## src/design/indexed_list_engine_unit_defines.svh

```systemverilog
// ----------------------------------------------------------------------------
// indexed list engine assertion macros
// same-cycle and next-cycle implication checks on the rising clock edge
// ----------------------------------------------------------------------------
`ifndef INDEXED_LIST_ENGINE_UNIT_DEFINES_SVH
`define INDEXED_LIST_ENGINE_UNIT_DEFINES_SVH

`ifndef SYNTHESIS
`define ILE_ASSERT_IMP(lbl, ante, cons) \
   lbl: assert property (@(posedge clock) disable iff (reset) (ante) |-> (cons)) \
      else $error("indexed list engine check failed");
`define ILE_ASSERT_NXT(lbl, ante, cons) \
   lbl: assert property (@(posedge clock) disable iff (reset) (ante) |=> (cons)) \
      else $error("indexed list engine check failed");
`else
`define ILE_ASSERT_IMP(lbl, ante, cons)
`define ILE_ASSERT_NXT(lbl, ante, cons)
`endif

`endif

```

## src/design/ile_pkg.sv

```systemverilog
// ----------------------------------------------------------------------------
// ile_pkg
// shared constants, codes and controller/datapath interface types
// ----------------------------------------------------------------------------
package ile_pkg;

   localparam int CAPACITY = 256;
   localparam int ADDR_W   = $clog2(CAPACITY);
   localparam int CMD_W    = 3;
   localparam int IDX_W    = 9;
   localparam int DATA_W   = 32;
   localparam int STAT_W   = 2;
   localparam int LEN_W    = 9;

   localparam logic [CMD_W-1:0] CMD_READ = 3'd0;
   localparam logic [CMD_W-1:0] CMD_HEAD = 3'd1;
   localparam logic [CMD_W-1:0] CMD_TAIL = 3'd2;
   localparam logic [CMD_W-1:0] CMD_AT   = 3'd3;
   localparam logic [CMD_W-1:0] CMD_DEL  = 3'd4;

   localparam logic [STAT_W-1:0] ST_DONE  = 2'd0;
   localparam logic [STAT_W-1:0] ST_RANGE = 2'd1;
   localparam logic [STAT_W-1:0] ST_FULL  = 2'd2;

   typedef struct packed {
      logic load;
      logic decode;
      logic shift_rd;
      logic shift_wr;
      logic commit;
      logic rsp_load;
   } ctl_cmd_type;

   typedef struct packed {
      logic is_read;
      logic is_insert;
      logic is_delete;
      logic ok;
      logic more;
   } dp_stat_type;

endpackage

```

## src/design/ile_controller.sv

```systemverilog
// ----------------------------------------------------------------------------
// ile_controller
// sequences decode, the element shift loop, commit and response handoff
// ----------------------------------------------------------------------------
module ile_controller (
   input  logic                  clock,
   input  logic                  reset,
   input  logic                  req_valid,
   output logic                  req_ready,
   output logic                  rsp_valid,
   input  logic                  rsp_ready,
   input  ile_pkg::dp_stat_type  stat,
   output ile_pkg::ctl_cmd_type  cmd
);
   import ile_pkg::*;

   localparam logic [2:0] S_IDLE   = 3'd0;
   localparam logic [2:0] S_DECODE = 3'd1;
   localparam logic [2:0] S_CHK    = 3'd2;
   localparam logic [2:0] S_RD     = 3'd3;
   localparam logic [2:0] S_WR     = 3'd4;
   localparam logic [2:0] S_LAST   = 3'd5;
   localparam logic [2:0] S_FIN    = 3'd6;

   logic [2:0] state_ff, state_in;
   logic       rsp_valid_ff, rsp_valid_in;
   logic       out_free;

   always_comb begin
      cmd          = '0;
      state_in     = state_ff;
      out_free     = !rsp_valid_ff || rsp_ready;
      rsp_valid_in = rsp_valid_ff && !rsp_ready;
      req_ready    = (state_ff == S_IDLE);
      case (state_ff)
         S_IDLE: begin
            if (req_valid) begin
               cmd.load = 1'b1;
               state_in = S_DECODE;
            end
         end
         S_DECODE: begin
            cmd.decode = 1'b1;
            if ((stat.is_insert || stat.is_delete) && stat.ok) begin
               state_in = S_CHK;
            end else begin
               state_in = S_FIN;
            end
         end
         S_CHK: begin
            state_in = stat.more ? S_RD : S_LAST;
         end
         S_RD: begin
            cmd.shift_rd = 1'b1;
            state_in     = S_WR;
         end
         S_WR: begin
            cmd.shift_wr = 1'b1;
            state_in     = S_CHK;
         end
         S_LAST: begin
            cmd.commit = 1'b1;
            state_in   = S_FIN;
         end
         S_FIN: begin
            if (out_free) begin
               cmd.rsp_load = 1'b1;
               rsp_valid_in = 1'b1;
               state_in     = S_IDLE;
            end
         end
         default: begin
            state_in = S_IDLE;
         end
      endcase
   end

   always_ff @(posedge clock) begin
      if (reset) begin
         state_ff     <= S_IDLE;
         rsp_valid_ff <= 1'b0;
      end else begin
         state_ff     <= state_in;
         rsp_valid_ff <= rsp_valid_in;
      end
   end

   assign rsp_valid = rsp_valid_ff;

endmodule

```

## config.mk

```make
export PLATFORM = sky130hd
export DESIGN_NAME = ile_controller
export DESIGN_NICKNAME = d
export VERILOG_FILES = /design/src/design/indexed_list_engine_unit_defines.svh /design/src/design/ile_pkg.sv /design/src/design/ile_controller.sv
export SDC_FILE = /design/constraint.sdc
export NUM_CORES = 1
export LEC_CHECK = 0
export ABC_AREA = 1
export ABC_CLOCK_PERIOD_IN_PS = 2200
export BUFFER_PORTS_ARGS = -buffer_cell sky130_fd_sc_hd__buf_2
export CAP_MARGIN = 0
export CORE_AREA = 10 10 47 49
export CTS_BUF_LIST = sky130_fd_sc_hd__clkbuf_16
export CTS_CLUSTER_SIZE = 12
export DETAILED_ROUTE_END_ITERATION = 10
export DIE_AREA = 0 0 57 59
export PLACE_DENSITY_LB_ADDON = 0.3
export SLEW_MARGIN = 20
export SYNTH_ARGS = -nofsm -noshare
export SYNTH_HDL_FRONTEND = slang
export SYNTH_SLANG_ARGS = --single-unit
```

## constraint.sdc

```tcl
create_clock -name clock -period 2.2 [get_ports clock]
set_input_delay 0.33 -clock clock [delete_from_list [all_inputs] [get_ports clock]]
set_output_delay 0.33 -clock clock [all_outputs]
set_load 0.02 [all_outputs]
```

# After elaboration in Yosys (flattened, before gate mapping)
# Index checks and enable logic that the tools add are counted.
# op_classes
eq_ne	8
n_mux	15
n_reduce_logical	8
# op_table
op	count
one-hot mux 3 bit (7 select lines)	1
2-to-1 mux 3 bit	4
2-to-1 mux 1 bit	10
== test 3 bit, second input constant	3
== test 3 x 2 -> 1 bit, second input constant	2
inequality test 2 bit, second input constant	2
== test 3 x 1 -> 1 bit, second input constant	1
logical NOT 3 bit	1
logical AND 1 bit	2
logical NOT 1 bit	2
logical OR 1 bit	2
AND reduction 2 bit	1
# totals
register_bits	4
in_bits	9
out_inout_bits	8
elab_cells	33

# Logic depth before layout (Yosys ltp)
# Gate-level depths: netlist of the first run.
# logic_depth
ltp_word	4
mapped_depth	6

# Worst setup path after synthesis of the first run
# Ideal clock, no wire load.
# synth_timing
path_type	reg-to-output
startpoint	register state_ff[0]
endpoint	output cmd[3] (netlist name)
t_arrival_ns	0.930
slack_ns	0.940
path_stages_with_launch	3
path_buffers	0
cell_sequence	dfxtp_1 > inv_1 > nor3_1
# synth_lines
element	line_no	rtl
start, declared	ile_controller.sv:25	logic [2:0] state_ff, state_in;
start signal, assigned	ile_controller.sv:83	state_ff <= state_in;
end, declared	ile_controller.sv:13	output ile_pkg::ctl_cmd_type cmd

==> metrics.yaml, run 1 <==
power_mw: 0.472
synth_top_area_cell: "dfxtp_1"
period_share_pct: 65.7
path_clk_slew_ns: 0.03
drtIter0Drc: 4
tightest_slew_ns: 0.215
tritoncts.num_buffers: 3
pwr-share-clk_pct: 59.2
syn-cell-area_um2: 246
cts_tree: "yes"
synth_cells: 42
ios: 17
setup_violations: 0
clock_sinks: 4
n_antenna_cell: 0
root_buffer: "clkbuf_16"
grt_pass1_wl_um: 1210
cp-end-kind: "primary output"
clock_path_buffers: 2
grt_pass1_vias: 298
syn_to_final_growth_pct: 69.0
ant_nets: 0
relSlewSlack_pct: 85.7
portBuffers: 15
postCtsSetupBuffers: 0
power_switching_share_pct: 26.2
vias: 302
cp_data_required_time_ns: 1.87
power.density_nw_per_um2: 1130
dpl_cell_area_um2: 342
yosysWarnings: 0
combPwrFrac_pct: 21.2
wl_per_cell_um: 9.71
dp_hpwl_um: 629
die_x_um: 57
syn_nets: 51
final_cells: 76
num-nets-final: 71
finalWeightedCongestion: 0.711
first_pass_iters: 4
finalSetupTns_ns: 0
synth_top_area_share_pct: 32.5
outcome: "completed"
hold_violations: 0
drive_gt1_share_pct: 36.7
p_leak_nw: 0.223
syn_avg_cell_area_um2: 5.87
slew_viol_final: 0
vdd_drop_max_mv: 0.399
clock.fmax_mhz: 692
mostFrequentLayoutCells: "buf_2, nor2_1, inv_1"
overflow: 0
track_usage_pct: 4.57
worst_skew_pair.late_latency_ns: 0.22
internal_power_mw: 0.349
dp_slack_ns: 0.979
hold_buffers: 0
drc: 0
drv_cap: 0
reg2reg_slack_ns: 1.19
drt-total-wl_um: 738
power_frac_seq_pct: 19.6
critPathLaunchType: "register"
die_area_um2: 3360
ys_top_cells_by_area: "dfxtp_1, nor2_1, inv_1"
p_sw_mw: 0.124
rsz0062_at_grt: "no"
ys_seq_area_share_pct: 32.5
final_common_cell: "buf_2"
finalWorstSetupSlack_ns: 0.756
antenna_found_initial: 0
post_cts_resized: 0
die_h_um: 59
synth.distinct_cells: 13
worstPathArrival_ns: 1.11
start_util_pct: 17.6
fp-row-count: 14
path_class: "reg2out"
crit_fanout: 8
min_path_type: "in2reg"
cts-htree-levels: 1
routed_via_density: 3.97
grt_max_degree: 9
ys_ff_latch: 4
place_inst: 73
fp.coreArea_um2: 1400
period_minus_slack_ns: 1.44
clock_skew_ns: 0.00227
final_area_um2: 417
power groups by stage:
| stage | registers (mW) | clock network, mW | logic, mW |
|---|---|---|---|
| detailed placement | 0.0937 | 0 | 0.102 |
| finish | 0.0926 | 0.280 | 0.100 |
| global placement | 0.0938 | 0 | 0.101 |
| floorplan | 0.0917 | 0 | 0.0693 |
| global route | 0.0938 | 0.289 | 0.112 |
| CTS | 0.0926 | 0.285 | 0.102 |
cell usage after synthesis:
cell type	instances
o211ai_1	1
nand2_2	1
nor3_1	1
nand3_1	5
nor2_2	2
nor2_1	12
nand4_1	1
dfxtp_1	4
o21ai_0	1
inv_2	1
a21oi_1	1
nand2_1	4
inv_1	8
worst max-delay path: stages (launching register included):
cell	delay, ns
dfxtp_1	0.36
inv_2	0.09
nor2_2	0.12
nand2_2	0.08
nor2_1	0.08
buf_2	0.17
sequential cells by signal (all words and copies together), names as in the netlist:
register	cells
state_ff	3
rsp_valid	1
per-stage QoR:
step                      util [%]  hold slack (ns)
final                         29.7            0.315
after global routing          29.7            0.333
after CTS                     29.7            0.319
after detailed placement      24.4            0.550
after global placement        24.4            0.545
after floorplan                  -            0.399
final timing paths:
check | startpoint | cells past startpoint | endpoint
max | state_ff[1] | 5 | cmd[0]
min | reset | 2 | rsp_valid
max reg2reg | state_ff[2] | 5 | state_ff[1]
min reg2reg | state_ff[2] | 2 | rsp_valid
layer usage:
layer  vias to the layer above  track usage (%)  part of all wire (%)
li1                        167                -                     -
met1                       126             4.73                    46
met2                         9             7.29                    48
met3                         0             3.43                   6.0
met4                         0             1.01                     0
met5                         -                0                     0
cell families (layout without fill, tap and decap cells):
family                 Yosys count  after routing  synth area share (%)
and+or+nand+nor                 26             26                  46.7
buffers and inverters            9             27                  13.7
DFF                              4              4                  32.5
AOI/OAI and AO/OA                3              3                  7.10
final cells by class:
type	instances	area, µm²
Sequential cell	4	80.1
Fill cell	167	985
Timing Repair Buffer	15	75.1
Tap cell	16	20.0
Inverter	9	33.8
Multi-Input combinational cell	29	133
Clock buffer	3	75.1
No activity file was read; power rests on OpenSTA's default activity.
==> run 2: changes to the inputs <==
--- a/config.mk
+++ b/config.mk
@@ -5,8 +5,8 @@
 export SDC_FILE = /design/constraint.sdc
 export NUM_CORES = 1
 export LEC_CHECK = 0
-export ABC_AREA = 1
-export ABC_CLOCK_PERIOD_IN_PS = 2200
+export ABC_AREA = 0
+export ABC_CLOCK_PERIOD_IN_PS = 1300
 export BUFFER_PORTS_ARGS = -buffer_cell sky130_fd_sc_hd__buf_2
 export CAP_MARGIN = 0
 export CORE_AREA = 10 10 47 49
==> constraint.sdc (replaced) <==
create_clock -name clock -period 1.3 [get_ports clock]
set_input_delay 0.195 -clock clock [delete_from_list [all_inputs] [get_ports clock]]
set_output_delay 0.195 -clock clock [all_outputs]
set_load 0.02 [all_outputs]
==> metrics.yaml, run 2 <==
wl_per_cell_um: 11.7  # +20%
track_usage_pct: 4.45  # -0.12 points
critPathMaxStageDelay_ns: 0.40  # +0.04 ns
clock.fmax_mhz: 798
tightest_slew_ns: 0.219  # +0.00471 ns
async_flop_share_pct: 0  # unchanged
syn-cell-area_um2: 244  # -1.0%
final_cells: 62  # -18%
cts-htree-levels: 1  # unchanged
clock_path_buffers: 2  # unchanged
whs_path_depth: 2  # unchanged
postCtsSetupBuffers: 0  # unchanged
dp_hpwl_um: 564  # -10%
finalWeightedCongestion: 0.693  # -2.6%
ys_ff_latch: 4  # unchanged
worst_skew_pair.late_latency_ns: 0.22  # about the same
drt-total-wl_um: 724  # -1.9%
overflow: 0  # unchanged
drv_cap: 0  # unchanged
ant_nets: 0  # unchanged
syn_nets: 38  # -25%
die_area_um2: 3360  # unchanged
fp-row-count: 14  # unchanged
outcome: "completed"
slew_viol_final: 0  # unchanged
setup_violations: 0  # unchanged
n_antenna_cell: 0  # unchanged
routed_via_density: 4.34  # +9.2%
min_path_type: "in2reg"
root_buffer: "clkbuf_16"
final_area_um2: 428  # +2.7%
drc: 0  # unchanged
synthFlopType: "dfxtp_1"
r2r_cells: 3  # -2
period_minus_slack_ns: 1.25
final_common_cell: "buf_2"
cp.depth: 3  # -2
period_share_pct: 96.4
fp.coreArea_um2: 1400  # unchanged
synth_mux_area_share_pct: 0  # unchanged
portBuffers: 15  # unchanged
mostFrequentLayoutCells: "buf_2, clkbuf_16"
synth-simple-area-share_pct: 38.5  # -8.2 points
relSlewSlack_pct: 85.3  # -0.35 points
num-nets-final: 57  # -20%
multi_input_area_um2: 156  # +18%
syn_to_final_growth_pct: 75.4
cp_data_required_time_ns: 1.11  # -0.76 ns
critPathLaunchType: "register"
tritoncts.num_buffers: 3  # unchanged
hold_buffers: 0  # unchanged
power.density_nw_per_um2: 1850  # +63%
synth_cells: 29  # -31%
die_h_um: 59  # unchanged
critPathSlowestCell: "dfxtp_4"
clock_sinks: 4  # unchanged
first_pass_iters: 2  # -2
path_buf_inv: 1  # -1
regMostFlops: "state_ff"
path_clk_slew_ns: 0.03  # about the same
vias: 269  # -11%
ios: 17  # unchanged
synth_xor_area_share_pct: 0  # unchanged
dpl_cell_area_um2: 333  # -2.6%
largest_reg_flops: 3  # unchanged
synth.distinct_cells: 20  # +7
place_inst: 59  # -19%
drtIter0Drc: 1  # -3
synth_most_common_cell: "dfxtp_1"
seq_area_um2: 88.8  # +11%
grt_pass1_wl_um: 1150  # -5.1%
ys_top_cells_by_area: "dfxtp_1, nor3b_1, and2_1"
synth_top_area_share_pct: 32.8  # +0.33 points
grt_max_degree: 10  # +1
crit_family: "flip-flops"
synth_edf_count: 0  # unchanged
antenna_found_initial: 0  # unchanged
ys_seq_area_share_pct: 32.8  # +0.33 points
clock_skew_ns: 0.00232  # +0.0000507 ns
p_leak_nw: 0.198  # -11%
cts_tree: "yes"
cp_cell_sequence: "and2_4 -> nor2b_1 -> buf_4"
drive_gt1_share_pct: 56.5  # +20 points
finalSetupTns_ns: 0  # unchanged
rsz0062_at_grt: "yes"
start_util_pct: 17.4  # -0.18 points
cp-end-kind: "primary output"
n_fill_cell: 158  # -5.4%
path_class: "reg2out"
crit_fanout: 9  # +1
worstPathArrival_ns: 1.06  # -0.05 ns
syn_avg_cell_area_um2: 8.41  # +43%
hold_violations: 0  # unchanged
synth-compound-area-share_pct: 20.0  # +13 points
synth_top_family_by_area: "simple AND/OR/NAND/NOR gates"
die_x_um: 57  # unchanged
synthAdderAreaFrac_pct: 0  # unchanged
yosysWarnings: 0  # unchanged
vdd_drop_max_mv: 0.609  # +53%
synth_top_area_cell: "dfxtp_1"
grt_pass1_vias: 289  # -3.0%
[run 2: cell types whose count changed in the layout (fill, tap and decap cells not counted), sizes merged, moves of 4 or more]
cell / delta
nor2: -12
nand3: -4
nand2: -5
inv: -7
[run 2: logic make-up (layout without fill, tap and decap cells)]
kind of cell | count (synthesis) | in the layout
compound gates | 7 | 7
buf+inv | 3 | 20
flops | 4 | 4
simple gates | 15 | 15
[run 2: final timing paths]
check / slack [ns] / startpoint / end
worst min-delay path: 0.17 / reset / state_ff[1]
worst max register to register: 0.23 / state_ff[1] / state_ff[2]
worst max-delay path: 0.05 / state_ff[1] / cmd[3]
worst min register to register: 0.55 / state_ff[1] / state_ff[1]
[run 2: where the power goes]
part / total [mW] / internal (mW) / switching [mW]
Sequential: 0.173 / 0.140 / 0.0330
Clock: 0.478 / 0.393 / 0.0854
Combinational: 0.139 / 0.0656 / 0.0738
[run 2: through the flow]
step	total power, mW	setup slack (ns)	hold slack (ns)	utilization (%)
finish	0.790	0.0462	0.171	30.5
global route	0.830	-0.00553	0.189	30.5
CTS	0.788	0.0368	0.172	29.6
detailed placement	0.301	0.0925	0.415	23.8
global placement	0.300	0.102	0.412	23.8
floorplan	0.262	0.0478	0.257	-
[run 2: timing repair]
| action | 4_1_cts | 5_1_grt |
|---|---|---|
| gates resized for setup | 4 | 4 |
| endpoints found under the setup margin | 4 | 2 |
| pin swaps | 0 | 1 |
[run 2: routing by layer]
layer  wire, µm  share of wire (%)  track usage, %
met1        225                 31            3.45
met2        398                 55            6.82
met3         92                 13            3.22
met4          8                1.1            5.03
met5          0                  0               0
[run 2: area by class of cell]
class,instances,share of cell area (%)
inverter,2,2.34
sequential,4,20.8
multi-input combinational,22,36.5
clock buffer,3,17.5
tap,16,4.68
timing repair buffer,15,18.1
